===== src/hdl/bwrl_pkg.sv =====
// Shared types and constants for the boundary wrap/reflect/limit block.
`default_nettype none

package bwrl_pkg;

	localparam int VB      = 32;
	localparam int REG_W   = 32;
	localparam int ADDR_W  = 4;
	localparam int LATENCY = VB + 5;

	typedef enum logic [1:0] {
		KIND_OPEN    = 2'd0,
		KIND_LIMIT   = 2'd1,
		KIND_REFLECT = 2'd2,
		KIND_WRAP    = 2'd3
	} kind_t;

	typedef enum logic [1:0] {
		ST_OK        = 2'd0,
		ST_LIMIT     = 2'd1,
		ST_ONE_WRAP  = 2'd2,
		ST_BAD_WIDTH = 2'd3
	} status_t;

	typedef enum logic [1:0] {
		REG_LOWER_KIND  = 2'd0,
		REG_UPPER_KIND  = 2'd1,
		REG_LOWER_BOUND = 2'd2,
		REG_UPPER_BOUND = 2'd3
	} reg_idx_t;

	typedef logic signed [VB-1:0] coord_t;

	typedef struct packed {
		kind_t         lower_kind;
		kind_t         upper_kind;
		coord_t        lower_bound;
		coord_t        upper_bound;
		logic [VB-1:0] width;
		logic [VB:0]   divisor;
		logic          width_ok;
	} cfg_t;

	typedef struct packed {
		logic          modp;
		logic          neg;
		logic [VB:0]   rem;
		logic [VB-1:0] dvd;
		coord_t        alt_res;
		status_t       alt_st;
	} cell_pkt_t;

endpackage

`default_nettype wire


===== src/hdl/bwrl_cell.sv =====
// One remainder cell: brings in one dividend bit and does a compare and subtract.
`default_nettype none

module bwrl_cell (
	input  wire logic                  clk,
	input  wire logic                  arst_n,
	input  wire logic [bwrl_pkg::VB:0] divisor,
	input  wire logic                  in_valid,
	input  wire bwrl_pkg::cell_pkt_t   in_pkt,
	output logic                       out_valid,
	output bwrl_pkg::cell_pkt_t        out_pkt
);
	import bwrl_pkg::*;

	logic          valid_q;
	cell_pkt_t     pkt_q;
	cell_pkt_t     nxt;
	logic [VB+1:0] trial, dext, diff;

	always_comb begin
		nxt   = in_pkt;
		trial = {in_pkt.rem, in_pkt.dvd[VB-1]};
		dext  = {1'b0, divisor};
		diff  = trial - dext;
		// The remainder stays below the divisor, so it fits back into VB+1 bits.
		if (trial >= dext) begin
			nxt.rem = diff[VB:0];
		end else begin
			nxt.rem = trial[VB:0];
		end
		nxt.dvd = {in_pkt.dvd[VB-2:0], 1'b0};
	end

	always_ff @(posedge clk or negedge arst_n) begin
		if (!arst_n) begin
			valid_q <= 1'b0;
		end else begin
			valid_q <= in_valid;
		end
	end

	always_ff @(posedge clk) begin
		pkt_q <= nxt;
	end

	assign out_valid = valid_q;
	assign out_pkt   = pkt_q;

endmodule

`default_nettype wire


===== config.mk =====
export PLATFORM = sky130hd
export DESIGN_NAME = bwrl_cell
export DESIGN_NICKNAME = d
export VERILOG_FILES = /design/src/hdl/bwrl_pkg.sv /design/src/hdl/bwrl_cell.sv
export SDC_FILE = /design/constraint.sdc
export NUM_CORES = 1
export LEC_CHECK = 0
export ABC_AREA = 1
export BUFFER_PORTS_ARGS = -buffer_cell sky130_fd_sc_hd__buf_4
export CORE_UTILIZATION = 30
export DETAILED_ROUTE_END_ITERATION = 8
export GPL_TIMING_DRIVEN = 0
export PLACE_DENSITY = 0.56
export SYNTH_ARGS = -nofsm -noshare
export SYNTH_HDL_FRONTEND = slang
export SYNTH_SLANG_ARGS = --single-unit
export TNS_END_PERCENT = 10

===== constraint.sdc =====
create_clock -name clk -period 0.8 [get_ports clk]
set_input_delay 0.08 -clock clk [delete_from_list [all_inputs] [get_ports clk]]
set_output_delay 0.08 -clock clk [all_outputs]
set_load 0.01 [all_outputs]

==> out/summary.txt <==
# diodes -> 0
RSZ-0062 raised after global routing -> yes
Antenna violations before repair -> 0
Worst hold path class -> in -> reg
WL final -> 20500 um
Fin. max-slew vios -> 0
Placed cell count -> 1244
Commonest non-fill, non-tap cell in the layout -> nand2_1
Fin cells -> 1393
Pin count of the biggest net entering global routing -> 20
CP max FO -> 6
DRT Pass-1 Iters -> 6
Final instance area -> 10400 sq um
Synthesized cell area -> 5360 sq um
Overflow left after global routing -> 0
Post-Syn Area per Cell -> 6.85 sq um
Routed length per instance -> 14.7 um
Io pins -> 239
Critical Path Start -> in_pkt[65]
Root Buffer -> clkbuf_16
Worst setup SP type -> input port
Syn Inst Count -> 782
WP data required -> 1.04 ns
Result of the run -> complete, but fails checks
Fillcell total -> 1584
Maximum vdd drop -> 0.00156 V
Core Box Area -> 17400 sq um
Power per cell area -> 1560 nW/um^2
Hold Slack -> 0.00273 ns
Vias in the first global route -> 5935
Final min period -> 1.44 ns
Worst-path clk slew -> 0.07 ns
Share of post-route cells with drive strength above 1 -> 48.1%
Initial Util -> 30.9%
DR iter-0 viols -> 197
Dpl ws -> -1.17 ns
GP Congestion -> 0.896
Chip height -> 136 um
Crit. End Element -> flip-flop
Die area -> 18400 sq um
Crit path DAT -> 1.68 ns
CTS sink cnt -> 101
DRC errors left -> 0
CTS H-Tree Depth -> 3
Fmax -> 0.694 GHz
#FFs+latches synth -> 101
Area Growth Syn to Fin -> 93.8%
Ys Warns -> 0
Most frequent cells in the layout -> nand2_1 (232), buf_4 (165), inv_1 (133), buf_6 (108), dlygate4sd3_1 (99)
Post-Syn Nets -> 953
Via Count -> 6007
Die X -> 136 um
Leakage -> 5.31 nW
CTS buffer count -> 9
Via density -> 4.31
Total global-route track usage -> 22.1%
Nets@finish -> 1334
Violated checks -> negative setup slack
PnR worst setup slack -> -0.641 ns
DP HPWL -> 14800 um
CTS tree -> yes
Final Hold Fails -> 0
Post-DP Area -> 7780 sq um
Antenna-violating nets left -> 0
Clk buf depth -> 2
Max cap viols -> 0
Unique cell type count in the Yosys netlist -> 34
Sequential area share after synthesis -> 37.9%
Row cnt -> 48
Final setup fails -> 134
Port-buffer cells -> 237
Critical Setup Path Class -> in -> reg
First-pass GRT wire length -> 31000 um
Tcrit/Tclk final -> 180%
End of the critical path -> out_pkt[82]
-- sequential cells by signal (all words and copies together), names as in the netlist --
register and flops:
out_pkt 100, out_valid 1
-- synthesized netlist by cell type --
cell,instances,area [sq um]
buf_4,1,7.51
dfrtp_1,1,25.0
nor3_1,8,40.0
a21oi_1,20,100
xnor2_1,1,8.76
nor3_2,2,20.0
ha_1,33,413
dfxtp_1,100,2000
inv_1,158,593
nor2_2,4,25.0
buf_6,2,22.5
nand3b_1,10,75.1
nand2_2,6,37.5
or2_2,2,12.5
nor2_4,1,11.3
a21oi_2,1,8.76
o21ai_0,1,5.00
buf_8,1,15.0
nand2_8,1,20.0
nand4_1,2,12.5
xor2_1,13,114
nor2_1,36,135
nor3_4,1,16.3
conb_1,1,3.75
nand3_1,53,265
and2_1,5,31.3
nand2_1,289,1080
fa_1,1,20.0
a21o_1,2,15.0
inv_2,2,7.51
nand3_2,16,160
and3_1,1,6.26
nand2_4,1,11.3
buf_2,6,30.0
-- power by group --
part	leakage [nW]	switching, mW	total (mW)	internal [mW]
Combinational	4.31	2.79	5.91	3.12
Clock	0.139	2.16	4.35	2.19
Sequential	0.857	0.232	5.87	5.64
-- worst min path at each step --
| stage | cells past startpoint | to | slack, ns | startpoint |
|---|---|---|---|---|
| 4_1_cts | 3 | out_pkt[73] | 0.0006 | in_pkt[72] |
| 3_3_place_gp | 1 | out_valid | -0.14 | arst_n |
| 2_1_floorplan | 0 | out_valid | -0.22 | arst_n |
| 5_1_grt | 3 | out_pkt[73] | 0.009 | in_pkt[72] |
| 3_5_place_dp | 1 | out_valid | -0.14 | arst_n |
| 6_report | 3 | out_pkt[73] | 0.003 | in_pkt[72] |
-- kinds of logic after synthesis --
family	share of synthesized area (%)
AND/OR/NAND/NOR	36.7
buffers and inverters	12.6
flip-flops	37.9
adder cells (fa/ha/maj)	8.08
AO/OA/AOI/OAI	2.41
XOR/XNOR	2.29
other	0.0700
-- metrics by stage --
step	total power [mW]	utilization (%)	setup TNS, ns
after floorplan	8.21	-	-21.38
after global placement	10.2	44.8	-36.07
after detailed placement	10.2	44.8	-36.96
after CTS	15.9	57.5	-26.64
after global routing	17.1	59.8	-30.90
final	16.1	59.8	-26.30
-- cell type report --
type                            count  area, sq um  share of cell area, %
Clock buffer                        9          225                   2.17
Sequential cell                   101         2140                   20.7
Inverter                          160          618                   5.96
Multi-Input combinational cell    511         3440                   33.1
Clock inverter                      7         67.6                  0.651
Timing Repair Buffer              371         3490                   33.6
Tap cell                          225          282                   2.71
Buffer                              9          115                   1.11
-- per-layer routing --
layer / track usage, % / up-vias / share of wire (%)
li1: - / 3112 / -
met1: 25.3 / 2683 / 41
met2: 40.3 / 187 / 50
met3: 4.41 / 25 / 6.3
met4: 7.49 / 0 / 2.5
met5: 0 / - / 0
-- repair_timing --
action                                  4_1_cts  5_1_grt
pin swaps                                    23       22
cloned                                        1        1
resized for setup                           226      116
buffers inserted                             19       14
hold endpoints to repair                     98        1
hold buffers                                 98        1
endpoints found under the setup margin      134      134
-- critical path, cell delays in order --
cell and delay [ns]:
buf_8 0.11, inv_12 0.04, ha_4 0.12, inv_4 0.03
fa_2 0.38, nand3_2 0.10, nand3_4 0.08, nand2_2 0.09
nand2_2 0.08, nand2_4 0.14, nand2_8 0.12, clkbuf_16 0.18
nand2_2 0.07, nand2_1 0.05
(Power assumes the default switching activity.)
