[config.mk]
export PLATFORM = sky130hd
export DESIGN_NAME = bwrl_front
export DESIGN_NICKNAME = d
export VERILOG_FILES = /design/src/hdl/bwrl_pkg.sv /design/src/hdl/bwrl_front.sv
export SDC_FILE = /design/constraint.sdc
export NUM_CORES = 1
export LEC_CHECK = 0
export ABC_CLOCK_PERIOD_IN_PS = 9800
export BUFFER_PORTS_ARGS = -buffer_cell sky130_fd_sc_hd__buf_2
export CORE_MARGIN = 2
export CORE_UTILIZATION = 35
export DETAILED_ROUTE_END_ITERATION = 8
export GPL_ROUTABILITY_DRIVEN = 0
export GPL_TIMING_DRIVEN = 0
export PLACE_DENSITY_LB_ADDON = 0.05
export SETUP_SLACK_MARGIN = 0.15
export SLEW_MARGIN = 20
export SYNTH_ARGS = -nofsm -noshare
export SYNTH_HDL_FRONTEND = slang
export SYNTH_SLANG_ARGS = --single-unit
[constraint.sdc]
create_clock -name clk -period 9.8 [get_ports clk]
set_input_delay 0 -clock clk [delete_from_list [all_inputs] [get_ports clk]]
set_output_delay 0 -clock clk [all_outputs]
set_load 0.01 [all_outputs]
[src/hdl/bwrl_pkg.sv]
// Shared types and constants for the boundary wrap/reflect/limit block.
`default_nettype none

package bwrl_pkg;

	localparam int VB      = 32;
	localparam int REG_W   = 32;
	localparam int ADDR_W  = 4;
	localparam int LATENCY = VB + 5;

	typedef enum logic [1:0] {
		KIND_OPEN    = 2'd0,
		KIND_LIMIT   = 2'd1,
		KIND_REFLECT = 2'd2,
		KIND_WRAP    = 2'd3
	} kind_t;

	typedef enum logic [1:0] {
		ST_OK        = 2'd0,
		ST_LIMIT     = 2'd1,
		ST_ONE_WRAP  = 2'd2,
		ST_BAD_WIDTH = 2'd3
	} status_t;

	typedef enum logic [1:0] {
		REG_LOWER_KIND  = 2'd0,
		REG_UPPER_KIND  = 2'd1,
		REG_LOWER_BOUND = 2'd2,
		REG_UPPER_BOUND = 2'd3
	} reg_idx_t;

	typedef logic signed [VB-1:0] coord_t;

	typedef struct packed {
		kind_t         lower_kind;
		kind_t         upper_kind;
		coord_t        lower_bound;
		coord_t        upper_bound;
		logic [VB-1:0] width;
		logic [VB:0]   divisor;
		logic          width_ok;
	} cfg_t;

	typedef struct packed {
		logic          modp;
		logic          neg;
		logic [VB:0]   rem;
		logic [VB-1:0] dvd;
		coord_t        alt_res;
		status_t       alt_st;
	} cell_pkt_t;

endpackage

`default_nettype wire

[src/hdl/bwrl_front.sv]
// Front stages: offset magnitude, single reflection with saturation, limit checks.
`default_nettype none

module bwrl_front (
	input  wire logic              clk,
	input  wire logic              arst_n,
	input  wire bwrl_pkg::cfg_t    cfg,
	input  wire logic              in_valid,
	input  wire bwrl_pkg::coord_t  value,
	output logic                   out_valid,
	output bwrl_pkg::cell_pkt_t    out_pkt
);
	import bwrl_pkg::*;

	localparam logic signed [VB+1:0] VMAX_E = {3'b000, {(VB-1){1'b1}}};
	localparam logic signed [VB+1:0] VMIN_E = {3'b111, {(VB-1){1'b0}}};
	localparam coord_t VMAX = {1'b0, {(VB-1){1'b1}}};
	localparam coord_t VMIN = {1'b1, {(VB-1){1'b0}}};

	logic                   v_s1, v_s2, v_s3;
	coord_t                 x_s1;
	logic                   modp_s2, neg_s2, chk_s2;
	logic [VB-1:0]          mag_s2;
	coord_t                 cand_s2;
	status_t                st_s2;
	logic                   modp_s3, neg_s3;
	logic [VB-1:0]          mag_s3;
	coord_t                 cand_s3;
	status_t                st_s3;

	logic                   one_wrap, both_wrap, both_refl, mod_mode, chk, neg, above;
	logic [VB-1:0]          mag;
	logic signed [VB+1:0]   lo_e, hi_e, x_e, refl_lo, refl_hi;
	coord_t                 cand;
	status_t                st;
	logic                   lim_hit;

	always_comb begin
		both_wrap = (cfg.lower_kind == KIND_WRAP) && (cfg.upper_kind == KIND_WRAP);
		one_wrap  = (cfg.lower_kind == KIND_WRAP) != (cfg.upper_kind == KIND_WRAP);
		both_refl = (cfg.lower_kind == KIND_REFLECT) && (cfg.upper_kind == KIND_REFLECT);
		mod_mode  = both_wrap || both_refl;
		chk       = !one_wrap && !mod_mode;
		neg       = x_s1 < cfg.lower_bound;
		above     = x_s1 > cfg.upper_bound;
		mag       = neg ? (cfg.lower_bound - x_s1) : (x_s1 - cfg.lower_bound);

		lo_e    = {{2{cfg.lower_bound[VB-1]}}, cfg.lower_bound};
		hi_e    = {{2{cfg.upper_bound[VB-1]}}, cfg.upper_bound};
		x_e     = {{2{x_s1[VB-1]}}, x_s1};
		// Mirror images 2*lo - x and 2*hi - x, exact before saturation.
		refl_lo = (lo_e <<< 1) - x_e;
		refl_hi = (hi_e <<< 1) - x_e;

		if (chk && (cfg.lower_kind == KIND_REFLECT) && neg) begin
			cand = (refl_lo > VMAX_E) ? VMAX : refl_lo[VB-1:0];
		end else if (chk && (cfg.upper_kind == KIND_REFLECT) && above) begin
			cand = (refl_hi < VMIN_E) ? VMIN : refl_hi[VB-1:0];
		end else begin
			cand = x_s1;
		end

		if (one_wrap) begin
			st = ST_ONE_WRAP;
		end else if (mod_mode && !cfg.width_ok) begin
			st = ST_BAD_WIDTH;
		end else begin
			st = ST_OK;
		end
	end

	always_comb begin
		lim_hit = ((cfg.lower_kind == KIND_LIMIT) && (cand_s2 < cfg.lower_bound)) ||
			((cfg.upper_kind == KIND_LIMIT) && (cand_s2 > cfg.upper_bound));
	end

	always_ff @(posedge clk or negedge arst_n) begin
		if (!arst_n) begin
			v_s1 <= 1'b0;
			v_s2 <= 1'b0;
			v_s3 <= 1'b0;
		end else begin
			v_s1 <= in_valid;
			v_s2 <= v_s1;
			v_s3 <= v_s2;
		end
	end

	always_ff @(posedge clk) begin
		if (in_valid) begin
			x_s1 <= value;
		end
		modp_s2 <= mod_mode && cfg.width_ok;
		neg_s2  <= neg;
		chk_s2  <= chk;
		mag_s2  <= mag;
		cand_s2 <= cand;
		st_s2   <= st;
		modp_s3 <= modp_s2;
		neg_s3  <= neg_s2;
		mag_s3  <= mag_s2;
		cand_s3 <= cand_s2;
		st_s3   <= (chk_s2 && lim_hit) ? ST_LIMIT : st_s2;
	end

	always_comb begin
		out_valid       = v_s3;
		out_pkt.modp    = modp_s3;
		out_pkt.neg     = neg_s3;
		out_pkt.rem     = '0;
		out_pkt.dvd     = mag_s3;
		out_pkt.alt_res = cand_s3;
		out_pkt.alt_st  = st_s3;
	end

endmodule

`default_nettype wire

==> impl_results.md <==
* Max cap viols at 0
* Seq cells post-synth at 172
* Remaining Overflow, GRT at 0
* TritonCTS clock tree: done
* Complex-gate fraction of the synthesized area at 26.2%
* WP buf/inv at 2
* H-Tree Depth at 4
* Die Ht at 203 µm
* # port buffers at 172
* Num CTS Buffers at 17
* Synth async-reset ratio at 1.74%
* Synth Warn # at 0
* Drt pass-1 iters at 5
* Switch share at 37.4%
* Final Hold Viols at 0
* Via total after detailed routing at 12400
* Vias in the first global route at 12000
* Reg power frac at 36.3%
* Syn-to-layout area delta at 18.6%
* Period Utilization, post-route at 44.7%
* Synth Flop Type: dfxtp_1
* Core ar. at 38800 µm²
* Total GRT Usage at 23.0%
* Pwr Density at 162 nW/µm²
* Achievable Freq at 228 MHz
* DRC at 0
* Psw at 0.000996 W
* Tmin final at 4380 ps
* Post-synth design cell area at 13900 µm²
* N_diodes at 0
* Ports at 271
* Worst Tran Pin Value at 1030 ps
* Max-slew headroom at 31.7%
* Most common cell after layout, fill and taps aside: ha_1
* CP Data Required Time at 10120 ps
* Antenna violations before repair at 1
* Int Power at 0.00167 W
* Post_cts resized at 0
* CP max stage cell: a2111oi_2
* CTS root buf: clkbuf_16
* Worst-path clk slew at 80 ps
* Syn_area_per_cell at 8.76 µm²
* Layout Skew at 14.5 ps
* Crit path largest cell delay at 580 ps
* Path type of the worst setup path: flip-flop to flip-flop
* Clock Sinks at 172
* Slew Viols, Final at 0
* Hold_sp: cfg[130]
* Post-CTS setup buffers at 0
* RSZ-0062 raised after global routing: false
* Post-synthesis adder-cell area fraction at 20.7%
* Top delay family on crit path: compound AO/OA/AOI/OAI gates
* Largest net degree at the start of global routing at 34
* Hold Crit Class: primary input to flip-flop
* Setup TNS at 0 ps
* Xor/xnor share of the synthesized area at 5.25%
* Iter 0 DRT Violations at 905
* First-pass GRT wire length at 71300 µm
* Endpoints failing setup at 0
* Sequential share of the synthesized area at 27.3%
* Initial Util at 35.7%
* Worst Setup Start Kind: flip-flop
* Total power at 0.00266 W
* FILL cells at 3975
* WL per Instance at 20.0 µm
* Yosys cell types at 88
* NumNets Final at 2237
* Layout cells sized above 1 at 16.1%
* Cell Rows at 72
* Vias per std cell at 5.23
* Status: finished clean
* Antenna Violating Nets Remaining at 0
* Die width at 203 µm
* Critical-path maximum fanout at 10
* CP startpoint: x_s1[0]
* Area of the multi-input gates at 9160 µm²
* Arrival @ worst endpoint at 4710 ps
* Register area at 3780 µm²
* Commonest non-fill, non-tap cells in the layout: ha_1 (223), buf_2 (192), a21oi_1 (172), dfxtp_1 (137), inv_1 (133)
* Leakage at 8.00 nW
* Simple-gate portion of the synthesized area at 12.3%
* Clk buf depth at 2
* Critical-path cell list: inv_1, ha_1, fa_1, nor2b_1, o31ai_1, a2111oi_2, nor3_2, a211oi_2, o21ai_2, a31oi_4, nor2_1, clkbuf_1, a221oi_1, a21oi_1
* Critical Path Sink Type: flip-flop
* EDFF count, synth at 32
* Combinational power share at 38.0%
* Detailed placement HPWL at 40400 µm
* Peak VDD IR at 0.122 mV
* Final wirelength at 47400 µm
* Main combinational cell family by area after synthesis: compound AO/OA/AOI/OAI gates
* Clk Latency, worst-skew pair at 450 ps
* Clock network fraction of design power at 25.7%
* FF-to-FF Start: x_s1[0]
* Post-Synthesis Cells at 1581
* DIE AREA at 41200 µm²
* Post-synthesis mux area share at 0.723%
[layout make-up]
| class | count | area share, % |
|---|---|---|
| inverter | 134 | 3.08 |
| buffer | 87 | 3.24 |
| clock buffer | 19 | 2.70 |
| tap | 518 | 3.94 |
| timing repair buffer | 209 | 7.49 |
| multi-input combinational | 1220 | 55.8 |
| sequential | 172 | 23.0 |
| clock inverter | 13 | 0.800 |
[per-stage QoR]
stage	cells	utilization [%]	setup WS [ps]	hold WS, ps	instance area (µm²)
after global placement	2303	39.9	5460	-204	15500
final	2372	42.3	5420	37.3	16400
after detailed placement	2303	39.9	5470	-201	15500
after floorplan	1613	-	6710	-296	14000
after CTS	2372	42.3	5430	20.8	16400
after global routing	2372	42.3	5180	79.2	16400
[cells in the mapped netlist, types with 9 or more instances]
library cell,instances,share of area (%)
a21o_1,93,5.0
inv_1,133,3.6
dfxtp_1,137,20
o21ai_0,71,2.6
a31oi_1,17,0.77
o21bai_1,19,1.0
nor3_1,14,0.51
nor2_1,70,1.9
xnor2_1,52,3.3
nand2_1,68,1.8
and3_1,9,0.41
and2_1,10,0.45
a21boi_0,10,0.54
xor2_1,31,2.0
clkbuf_1,23,0.62
ha_1,223,20
o211ai_1,13,0.70
mux2i_1,10,0.72
nor2b_1,26,1.2
buf_4,39,2.1
nand2b_1,19,0.86
o21a_1,19,1.0
a21oi_1,172,6.2
nand4_1,33,1.5
a211oi_1,14,0.76
a221oi_1,35,2.2
buf_2,20,0.72
nand3_1,24,0.87
edfxtp_1,32,6.9
[worst register-to-register path: cells and delay by family (launching register included)]
kind	cells	cell delay (ps)
buffers and inverters	2	540
and+or+nand+nor	3	500
adders and majority gates	2	680
AOI/OAI and AO/OA	7	2020
DFF	1	520
[per-layer routing]
layer	up-vias	wire length [µm]	global-route usage, %
met5	-	0	0
met4	0	800	5.89
met3	37	2210	2.71
met2	339	19400	33.6
met1	5757	25000	35.3
li1	6268	-	-
[cell families after synthesis]
group / Yosys count
compound gates: 543
simple gates: 324
fa+ha+maj: 227
buf+inv: 221
flops: 172
xor+xnor: 83
mux: 10
other cells: 1
[registers in the layout (all words and copies together) (netlist names), 2 cells and up]
register / flops
st_s2: 2
cand_s2: 32
mag_s3: 32
st_s3: 2
x_s1: 32
cand_s3: 32
mag_s2: 32
[power groups by stage]
| stage | registers, W | clock network [W] | logic, W |
|---|---|---|---|
| CTS | 0.000967 | 0.000701 | 0.00101 |
| global route | 0.000984 | 0.000731 | 0.00113 |
| finish | 0.000968 | 0.000683 | 0.00101 |
| floorplan | 0.000974 | 0 | 0.000655 |
| global placement | 0.000983 | 0 | 0.000983 |
| detailed placement | 0.000983 | 0 | 0.000990 |
[repair_timing]
action | in CTS | in global routing
hold buffers | 37 | 0
endpoints found under the setup margin | 0 | 0
hold endpoints to repair | 40 | 0
[worst paths after layout]
path | endpoint | slack, ps | cells after the start
worst max-delay path | cand_s2[6] | 5420 | 14
worst min-delay path | st_s2[0] | 40 | 4
worst max register to register | cand_s2[6] | 5420 | 14
worst min register to register | mag_s3[16] | 320 | 0
max in group asynchronous | out_valid | 9250 | 3
min in group asynchronous | v_s1 | 410 | 3
Power figures use the tool's default switching activity.
