===== config.mk =====
export PLATFORM = sky130hd
export DESIGN_NAME = bwrl_back
export DESIGN_NICKNAME = d
export VERILOG_FILES = /design/src/hdl/bwrl_pkg.sv /design/src/hdl/bwrl_back.sv
export SDC_FILE = /design/constraint.sdc
export NUM_CORES = 1
export LEC_CHECK = 0
export BUFFER_PORTS_ARGS = -buffer_cell sky130_fd_sc_hd__buf_2
export CORE_MARGIN = 2
export CORE_UTILIZATION = 53
export CTS_CLUSTER_DIAMETER = 50
export DETAILED_ROUTE_END_ITERATION = 6
export MAX_ROUTING_LAYER = met4
export PLACE_DENSITY = 0.83
export SKIP_CTS_REPAIR_TIMING = 1
export SYNTH_ARGS = -nofsm -noshare
export SYNTH_HDL_FRONTEND = slang
export SYNTH_SLANG_ARGS = --single-unit

===== constraint.sdc =====
create_clock -name clk -period 3.9 [get_ports clk]
set_input_delay 0.585 -clock clk [delete_from_list [all_inputs] [get_ports clk]]
set_output_delay 0.585 -clock clk [all_outputs]
set_load 0.01 [all_outputs]

===== src/hdl/bwrl_pkg.sv =====
// Shared types and constants for the boundary wrap/reflect/limit block.
`default_nettype none

package bwrl_pkg;

	localparam int VB      = 32;
	localparam int REG_W   = 32;
	localparam int ADDR_W  = 4;
	localparam int LATENCY = VB + 5;

	typedef enum logic [1:0] {
		KIND_OPEN    = 2'd0,
		KIND_LIMIT   = 2'd1,
		KIND_REFLECT = 2'd2,
		KIND_WRAP    = 2'd3
	} kind_t;

	typedef enum logic [1:0] {
		ST_OK        = 2'd0,
		ST_LIMIT     = 2'd1,
		ST_ONE_WRAP  = 2'd2,
		ST_BAD_WIDTH = 2'd3
	} status_t;

	typedef enum logic [1:0] {
		REG_LOWER_KIND  = 2'd0,
		REG_UPPER_KIND  = 2'd1,
		REG_LOWER_BOUND = 2'd2,
		REG_UPPER_BOUND = 2'd3
	} reg_idx_t;

	typedef logic signed [VB-1:0] coord_t;

	typedef struct packed {
		kind_t         lower_kind;
		kind_t         upper_kind;
		coord_t        lower_bound;
		coord_t        upper_bound;
		logic [VB-1:0] width;
		logic [VB:0]   divisor;
		logic          width_ok;
	} cfg_t;

	typedef struct packed {
		logic          modp;
		logic          neg;
		logic [VB:0]   rem;
		logic [VB-1:0] dvd;
		coord_t        alt_res;
		status_t       alt_st;
	} cell_pkt_t;

endpackage

`default_nettype wire


===== src/hdl/bwrl_back.sv =====
// Back stages: wrap correction or reflective fold, then offset from the lower bound.
`default_nettype none

module bwrl_back (
	input  wire logic                clk,
	input  wire logic                arst_n,
	input  wire bwrl_pkg::cfg_t      cfg,
	input  wire logic                in_valid,
	input  wire bwrl_pkg::cell_pkt_t in_pkt,
	output logic                     done,
	output bwrl_pkg::coord_t         adjusted,
	output logic [1:0]               status
);
	import bwrl_pkg::*;

	logic          v_s1;
	logic [VB-1:0] t_s1;
	logic          modp_s1;
	coord_t        alt_res_s1;
	status_t       alt_st_s1;
	logic          done_q;
	coord_t        adjusted_q;
	status_t       status_q;

	logic [VB-1:0] t;
	logic [VB:0]   m;
	logic [VB:0]   fold;

	always_comb begin
		m    = in_pkt.rem;
		fold = cfg.divisor - m;
		if (cfg.lower_kind == KIND_WRAP) begin
			// Negative offsets map to the positive remainder.
			t = (in_pkt.neg && (m != '0)) ? (cfg.width - m[VB-1:0]) : m[VB-1:0];
		end else begin
			t = (m < {1'b0, cfg.width}) ? m[VB-1:0] : fold[VB-1:0];
		end
	end

	always_ff @(posedge clk or negedge arst_n) begin
		if (!arst_n) begin
			v_s1   <= 1'b0;
			done_q <= 1'b0;
		end else begin
			v_s1   <= in_valid;
			done_q <= v_s1;
		end
	end

	always_ff @(posedge clk) begin
		t_s1       <= t;
		modp_s1    <= in_pkt.modp;
		alt_res_s1 <= in_pkt.alt_res;
		alt_st_s1  <= in_pkt.alt_st;
		adjusted_q <= modp_s1 ? (cfg.lower_bound + t_s1) : alt_res_s1;
		status_q   <= modp_s1 ? ST_OK : alt_st_s1;
	end

	assign done     = done_q;
	assign adjusted = adjusted_q;
	assign status   = status_q;

endmodule

`default_nettype wire


==> results of run 1 <==
## routing by layer
metal	vias to the layer above	part of all wire (%)	GRT usage (%)
met2	380	45	45.3
met5	-	0	-
met3	49	6.8	2.99
met1	3842	45	38.6
met4	0	2.8	9.02
li1	4227	-	-
## metrics by stage
step           instances  total power, mW
6_report            1479             4.18
5_1_grt             1479             4.44
4_1_cts             1478             4.17
3_5_place_dp        1462             3.25
3_3_place_gp        1462             3.21
2_1_floorplan       1059             2.68
## state kept, by name, indices dropped and copies added, names as in the netlist
name,cells
v_s1,1
status,2
t_s1,32
modp_s1,1
alt_res_s1,32
alt_st_s1,2
done,1
adjusted,32
## cell usage after synthesis (6+ instances only)
| cell | number |
|---|---|
| o21a_1 | 10 |
| mux2_2 | 25 |
| o211ai_1 | 11 |
| nor3_1 | 14 |
| nor2_1 | 69 |
| nand3_1 | 20 |
| dfxtp_1 | 101 |
| nand2_1 | 67 |
| a221o_1 | 6 |
| o221ai_1 | 11 |
| nor2b_1 | 15 |
| a21o_1 | 57 |
| a21oi_1 | 103 |
| xor2_1 | 36 |
| o21ai_1 | 17 |
| xnor2_1 | 44 |
| a31oi_1 | 8 |
| nand4_1 | 13 |
| o21bai_1 | 11 |
| and3_1 | 6 |
| o22ai_1 | 10 |
| a211oi_1 | 14 |
| inv_1 | 85 |
| nor4_1 | 10 |
| nand2b_1 | 12 |
| clkbuf_1 | 29 |
| o21ai_0 | 34 |
| ha_1 | 125 |
## worst max-delay path by stage
stage | endpoint | cells after the start
floorplan | adjusted[30] | 13
global placement | t_s1[15] | 14
detailed placement | t_s1[23] | 15
CTS | t_s1[14] | 14
global route | t_s1[23] | 15
finish | t_s1[14] | 14
## power by group through the flow
stage	Clock, mW	Combinational (mW)	Sequential [mW]
2_1_floorplan	0	1.30	1.38
3_3_place_gp	0	1.88	1.33
3_5_place_dp	0	1.92	1.34
4_1_cts	0.921	1.93	1.32
5_1_grt	0.959	2.15	1.33
6_report	0.900	1.97	1.31
## cell type report
class / instances / area [µm²]
Fill cell: 1434 / 5990
Clock inverter: 4 / 53.8
Inverter: 85 / 319
Multi-Input combinational cell: 835 / 6280
Sequential cell: 103 / 2070
Clock buffer: 12 / 256
Antenna cell: 1 / 2.50
Tap cell: 220 / 275
Timing Repair Buffer: 219 / 1160
## worst reg2reg max path, delay by kind of cell (launching register included)
family,cells,cell delay [ps]
compound gates,5,1040
fa+ha+maj,2,630
simple gates,3,550
flops,1,310
mux,1,250
xor+xnor,1,140
buf+inv,1,70
## kinds of logic (layout without fill, tap and decap cells)
| family | after synthesis | in the layout |
|---|---|---|
| fa+ha+maj | 128 | 128 |
| other cells | 0 | 1 |
| mux | 30 | 30 |
| simple gates | 258 | 258 |
| xor+xnor | 80 | 80 |
| flops | 103 | 103 |
| compound gates | 339 | 339 |
| buf+inv | 121 | 320 |
==> flow_metrics.tcl, run 1 <==
set metrics [dict create \
    die_width_um 133 \
    final_cell_mix "204 x buf_2, 125 x ha_1, 103 x a21oi_1" \
    hp-class "primary input to asynchronous set/reset pin" \
    fin_ws_ps 607 \
    yosysWarnings 0 \
    p_leak_nw 5.19 \
    rrSetupSlack_ps 790 \
    final_nets 1619 \
    synth-xor-area-share_pct 7.95 \
    clock_latency_ps 340 \
    drt_wl_total_um 25000 \
    start_util_pct 53.7 \
    power.internal_mw 2.66 \
    final_common_cell "buf_2" \
    end_kind "register" \
    yosys.area_share.simple_pct 14.4 \
    die_h_um 133 \
    cts_buffers 9 \
    required_ps 4110 \
    yosys_most_used_dff "dfxtp_1" \
    areaGrowthSynthToFinish_pct 18.2 \
    synth_top_family_by_area "compound AO/OA/AOI/OAI gates" \
    critPathSlowestCell "a2111oi_0" \
    p_clk_share_pct 21.5 \
    dieArea_mm2 0.0177 \
    rr_startpoint "t_s1[0]" \
    synth.avg_cell_area_um2 8.32 \
    drc_errors 0 \
    r2r_cells 13 \
    synth_fa_ha_area_share_pct 18.4 \
    cts_sinks 103 \
    power_density_mw_per_mm2 401 \
    finalHoldViolCount 0 \
    p_comb_share_pct 47.0 \
    io_buffers 204 \
    crit_fanout 21 \
    setup_viol 0 \
    grt_pass1_wl_um 39700 \
    syn_area_mm2 0.00881 \
    synth_area_leaders "dfxtp_1 23%, ha_1 18%, a21oi_1 5.9%" \
    drtIter0Drc 946 \
    ys_types 82 \
    net-switching-power_mw 1.52 \
    worst-endpoint-arrival_ps 3500 \
    r2r-end "adjusted[30]" \
    ys_seq_area_share_pct 23.5 \
    final_util_pct 63.5 \
    wl_per_cell_um 16.9 \
    status "finished, final reports clean" \
    firstDrtPassIters 5 \
    setup_tns_ps 0 \
    clock_skew_ps 6.36 \
    max_stage_delay_ps 450 \
    ys_ff_latch 103 \
    vias 8498 \
    yosys.area.top_type "dfxtp_1" \
    critPathKind "primary input to register" \
    timing.slew.headroom_pct 60.3 \
    dp_slack_ps 340 \
    cp_top_family "compound AO/OA/AOI/OAI gates" \
    maxSlewViolCount 0 \
    period_needed_ps 3290 \
    antenna_found_initial 1 \
    place_area_mm2 0.0101 \
    synth_top_area_share_pct 23.0 \
    root_buffer "clkbuf_16" \
    crit_chain "buf_2, inv_1, ha_1, and3_1, o21ai_0, a21oi_1, a2111oi_0, buf_4, o2111ai_1, o21ai_1, a21o_1, nand2_1, buf_12, o221ai_1" \
    grt_util_all_layers_pct 28.6 \
    place_congestion 0.971 \
    vias_per_cell 5.75 \
    syn_nets 1425 \
    crit_buf_inv 4 \
    max_slew.worst_pin.slew_ps 588 \
    synth_edf_count 0 \
    p_seq_share_pct 31.4 \
    grt_pass1_vias 7924 \
    clockBufferDepth 2 \
    io_pins 273 \
    startpoint "cfg[39]" \
    max_cap_violations 0 \
    cts_tree "built" \
    synth_mux_area_share_pct 3.82 \
    async_reset_ff_share_pct 1.94 \
    clk_pin_slew_ps 70 \
    syn_inst 1059 \
    rsz0062_at_grt "no" \
    synth_compound_area_share_pct 26.7 \
    rows 47 \
    drtAntennaViolNets 0 \
    grt_overflow 0 \
    switching_share_pct 36.3 \
    hpwl_um 20600 \
    worst_hold_slack_ps 18.1 \
    irDropWorstVdd_v 0.000306 \
    fmax_mhz 304 \
    cts-htree-levels 3 \
    fin_crit_sh_pct 84.4 \
    grt_max_degree 31 \
    finalInstanceArea_mm2 0.0104 \
    drive_above_1_share_pct 22.8 \
    coreArea_mm2 0.0164 \
    startpoint_type "primary input" \
]
No activity file was read; power rests on OpenSTA's default activity.
==> run 2: changes to the inputs <==
Settings changed: ABC_AREA set to 1, CORE_UTILIZATION 53 to 50, PLACE_DENSITY 0.83 to 0.8.
Clock period 3.9 ns to 2.7 ns, I/O delays scaled along.
==> run 2 against run 1 <==
  * Flip-flop and latch count did not move
  * Area after synthesis grew 25%
  * Worst hold slack better by 130 ps
  * Critical endpoint is now adjusted[30]
  * Via count increased by 49%
  * Largest power group unchanged
  * Non-clock buffer count is 14 higher
==> flow_metrics.tcl, run 2 <==
set metrics [dict create \
    start_util_pct 50.8 \
    syn_inst 1905 \
    async_reset_ff_share_pct 1.94 \
    die_width_um 153 \
    finalInstanceArea_mm2 0.0128 \
    yosysMostFrequentCell "nand2_1" \
    power_density_mw_per_mm2 475 \
    antenna_found_initial 0 \
    crit_buf_inv 1 \
    io_pins 273 \
    final_cell_mix "695 x nand2_1, 311 x inv_1, 204 x buf_2" \
    max_stage_delay_ps 400 \
    dp_slack_ps 194 \
    vias_per_cell 5.26 \
    hpwl_um 32200 \
    timing.slew.headroom_pct 69.8 \
    required_ps 2950 \
    synth.avg_cell_area_um2 5.80 \
    clock_skew_ps 12.4 \
    die_h_um 153 \
    fmax_mhz 434 \
    cts-htree-levels 3 \
    max_cap_violations 0 \
    ys_ff_latch 103 \
    final_common_cell "nand2_1" \
    place_congestion 0.981 \
    cts_buffers 9 \
    cp_top_family "simple AND/OR/NAND/NOR gates" \
    wl_per_cell_um 15.7 \
    grt_overflow 0 \
    synth_top_area_share_pct 23.6 \
    critPathSlowestCell "fa_1" \
    n_antenna_cell 0 \
    yosys.area.top_type "nand2_1" \
    end_kind "register" \
    clk_pin_slew_ps 70 \
    irDropWorstVdd_v 0.000330 \
    place_area_mm2 0.0125 \
    hp-class "primary input to register" \
    grt_pass1_vias 11800 \
    dieArea_mm2 0.0233 \
    worst-endpoint-arrival_ps 2560 \
    rows 54 \
    clock_latency_ps 350 \
    crit_chain "ha_1, inv_1, fa_1, o21ai_1, nand2_1, nand2_1, nand3_1, nand2_1, nand2_1, nand2_1, nand2_1, nand3_1, nand2_1" \
    fin_ws_ps 396 \
    areaGrowthSynthToFinish_pct 15.7 \
    syn_nets 2271 \
    grt_util_all_layers_pct 32.5 \
    cts_tree "built" \
    drtAntennaViolNets 0 \
    ys_seq_area_share_pct 18.8 \
    grt_pass1_wl_um 59100 \
    crit_top_cell "nand2_1" \
    period_needed_ps 2300 \
    syn_area_mm2 0.0110 \
    worst_hold_slack_ps 148 \
    setup_viol 0 \
    yosys_most_used_dff "dfxtp_1" \
    clockBufferDepth 2 \
    crit_fanout 4 \
    finalHoldViolCount 0 \
    final_nets 2483 \
    setup_tns_ps 0 \
    ys_types 41 \
    vias 12600 \
    maxSlewViolCount 0 \
    root_buffer "clkbuf_16" \
    drive_above_1_share_pct 13.0 \
    startpoint_type "register" \
    grt_max_degree 38 \
    drc_errors 0 \
    status "finished, final reports clean" \
    max_slew.worst_pin.slew_ps 452 \
    rsz0062_at_grt "no" \
    synth_common_cells "695 x nand2_1, 311 x inv_1, 155 x nand3_1" \
    p_leak_nw 7.49 \
    synth_edf_count 0 \
    yosysWarnings 0 \
    coreArea_mm2 0.0218 \
    synth_area_leaders "nand2_1 24%, dfxtp_1 18%, ha_1 14%" \
    firstDrtPassIters 6 \
    drt_wl_total_um 37700 \
    total_power_mw 6.07 \
    fin_crit_sh_pct 85.3 \
    cts_sinks 103 \
    drtIter0Drc 687 \
    critPathKind "register to register" \
    io_buffers 204 \
]
[run 2: changes by cell type in the layout (fill, tap and decap cells not counted), moves of 15 or more]
cell / delta
nand4_1: +43
nand2_1: +628
nor2_1: +62
nand3_1: +135
mux2_2: -25
a21o_1: -55
inv_1: +226
xor2_1: -26
nor2b_1: -15
o21ai_1: -16
nand3b_1: +15
[run 2: layout make-up]
class / count / area (µm²)
Tap cell: 280 / 350
Inverter: 318 / 1190
Clock inverter: 6 / 53.8
Multi-Input combinational cell: 1452 / 7630
Fill cell: 2276 / 8980
Clock buffer: 10 / 229
Timing Repair Buffer: 233 / 1250
Sequential cell: 103 / 2070
[run 2: power by group]
part / internal (mW) / switching (mW)
logic: 1.07 / 1.90
registers: 1.75 / 0.0906
clock network: 0.643 / 0.613
[run 2: cell families after synthesis]
kind of cell,Yosys count,share of synthesized area [%]
adder cells (fa/ha/maj),128,14.7
XOR/XNOR,41,3.25
AO/OA/AOI/OAI,183,8.91
flip-flops,103,18.8
AND/OR/NAND/NOR,1100,42.2
buffers and inverters,350,12.2
[run 2: final timing paths]
check	start	to	slack (ps)	cells after the start
max	t_s1[0]	adjusted[30]	400	13
min reg2reg	v_s1	done	360	0
min in group asynchronous	arst_n	v_s1	370	2
max reg2reg	t_s1[0]	adjusted[30]	400	13
min	in_pkt[27]	alt_res_s1[25]	150	1
max in group asynchronous	arst_n	done	2240	2
[run 2: per-stage QoR]
step | instances | util (%)
finish | 2402 | 58.7
global route | 2402 | 58.7
CTS | 2401 | 58.7
detailed placement | 2385 | 57.4
global placement | 2385 | 57.4
floorplan | 1905 | -
[run 2: metal layers]
| metal | GRT usage [%] | up-vias | wire [µm] |
|---|---|---|---|
| met3 | 3.21 | 108 | 2160 |
| met2 | 55.7 | 485 | 17900 |
| met1 | 37.9 | 5593 | 15500 |
| li1 | - | 6440 | - |
| met5 | - | - | 0 |
| met4 | 16.1 | 0 | 2050 |
[run 2: worst register-to-register path, cell delays in order (launching register included)]
cell	delay (ps)
dfxtp_1	350
ha_1	210
inv_1	90
fa_1	400
o21ai_1	340
nand2_1	90
nand2_1	130
nand3_1	90
nand2_1	170
nand2_1	100
nand2_1	80
nand2_1	50
nand3_1	70
nand2_1	50
==> run 3: changes to the inputs <==
Settings changed: CELL_PAD_IN_SITES_DETAIL_PLACEMENT set to 1, CELL_PAD_IN_SITES_GLOBAL_PLACEMENT set to 2, CORE_UTILIZATION 50 to 25, PLACE_DENSITY 0.8 to 0.79.
==> run 3 against run 2 <==
  * Wire length grew 24%
  * Highest routed layer unchanged
  * Clock power shrank 3%
  * Worst setup slack lost 94 ps
  * Cell count grew 14%
  * Die area grew 97%
  * Largest power group unchanged
==> flow_metrics.tcl, run 3 (synthesis results as in run 2) <==
set metrics [dict create \
    status "finished, final reports clean" \
    finalInstanceArea_mm2 0.0133 \
    startpoint_type "register" \
    grt_pass1_wl_um 72500 \
    clock_skew_ps 7.21 \
    rr_startpoint "t_s1[0]" \
    worst-endpoint-arrival_ps 2650 \
    grt_max_degree 41 \
    cts_tree "built" \
    required_ps 2950 \
    grt_util_all_layers_pct 20.7 \
    place_congestion 0.933 \
    rrSetupSlack_ps 300 \
    whs_endpoint "alt_res_s1[7]" \
    start_util_pct 25.1 \
    coreArea_mm2 0.0439 \
    fin_crit_sh_pct 88.8 \
    io_buffers 204 \
    clk_pin_slew_ps 70 \
    fin_ws_ps 301 \
    crit_fanout 4 \
    maxSlewViolCount 0 \
    grt_pass1_vias 13300 \
    final_cell_mix "694 x nand2_1, 311 x inv_1, 204 x buf_2" \
    total_power_mw 6.15 \
    p_leak_nw 7.55 \
    final_nets 2495 \
    r2r_cells 13 \
    final_util_pct 30.2 \
    hold_path_depth 1 \
    rsz0062_at_grt "no" \
    r2r-end "adjusted[30]" \
    fmax_mhz 417 \
    die_h_um 214 \
    max_stage_delay_ps 400 \
    power_density_mw_per_mm2 464 \
    setup_tns_ps 0 \
    dp_slack_ps 72.7 \
    drtAntennaViolNets 0 \
    setup_viol 0 \
    dieArea_mm2 0.0459 \
    grt_overflow 0 \
    drtIter0Drc 454 \
    root_buffer "clkbuf_16" \
    timing.slew.headroom_pct 58.3 \
    max_slew.worst_pin.slew_ps 624 \
    wl_per_cell_um 17.2 \
    finalHoldViolCount 0 \
    clock_latency_ps 360 \
    io_pins 273 \
    final_common_cell "nand2_1" \
    power.internal_mw 3.50 \
    period_needed_ps 2400 \
    drt_wl_total_um 46900 \
    vias_per_cell 4.63 \
    areaGrowthSynthToFinish_pct 20.1 \
    hp-start "in_pkt[9]" \
    critPathKind "register to register" \
    firstDrtPassIters 4 \
    vias 12600 \
    p_clk_share_pct 19.8 \
    clockBufferDepth 2 \
    switching_share_pct 43.1 \
    irDropWorstVdd_v 0.000334 \
    hp-class "primary input to register" \
    net-switching-power_mw 2.65 \
    drive_above_1_share_pct 13.4 \
    hpwl_um 41200 \
    crit_chain "ha_1, inv_1, fa_1, o21ai_1, nand2_1, nand2_1, nand3_1, nand2_1, nand2_1, nand2_1, nand2_1, nand3_1, nand2_1" \
    cts_buffers 9 \
    place_area_mm2 0.0130 \
    crit_top_cell "nand2_1" \
    p_seq_share_pct 29.8 \
    die_width_um 214 \
    end_kind "register" \
    critPathSlowestCell "fa_1" \
    antenna_found_initial 1 \
    drc_errors 0 \
    p_comb_share_pct 50.4 \
    cts-htree-levels 3 \
    rows 77 \
    max_cap_violations 0 \
    cts_sinks 103 \
]
-- run 3: worst max path at each step --
stage          startpoint            to  slack, ps
3_5_place_dp      cfg[64]       t_s1[5]         70
3_3_place_gp      cfg[64]      t_s1[19]        100
4_1_cts           t_s1[0]  adjusted[30]        270
2_1_floorplan     cfg[34]      t_s1[30]        710
6_report          t_s1[0]  adjusted[30]        300
5_1_grt           t_s1[0]  adjusted[30]        100
-- run 3: cell type report --
| type | instances | area, µm² |
|---|---|---|
| Antenna cell | 1 | 2.50 |
| Clock inverter | 4 | 30.0 |
| Tap cell | 592 | 741 |
| Clock buffer | 12 | 246 |
| Fill cell | 5920 | 30700 |
| Sequential cell | 103 | 2070 |
| Multi-Input combinational cell | 1452 | 7630 |
| Inverter | 318 | 1190 |
| Timing Repair Buffer | 245 | 1360 |
-- run 3: per-stage QoR --
step                hold slack (ps)  cells
floorplan                       109   1905
finish                          146   2727
global placement                189   2709
detailed placement              191   2709
CTS                            -189   2725
global route                    135   2727
-- run 3: power by group through the flow --
stage / Combinational (mW) / Sequential (mW) / Clock [mW]
after floorplan: 1.93 / 1.90 / 0
after global placement: 3.05 / 1.87 / 0
after detailed placement: 3.10 / 1.87 / 0
after CTS: 3.11 / 1.84 / 1.26
after global routing: 3.48 / 1.85 / 1.33
final: 3.10 / 1.83 / 1.22
-- run 3: layer usage --
metal  up-vias  GRT usage (%)  wire length [µm]
met4         0           5.19              1030
met5         -              -                 0
met1      5894           25.8             22000
li1       6461              -                 -
met2       224           36.3             22600
met3        46           1.62              1200
-- run 3: worst max-delay path: cells and delay by family, from the launching register on --
family | cells | cell delay (ps)
AO/OA/AOI/OAI | 1 | 320
adder cells (fa/ha/maj) | 2 | 630
buffers and inverters | 1 | 110
flip-flops | 1 | 380
AND/OR/NAND/NOR | 9 | 840
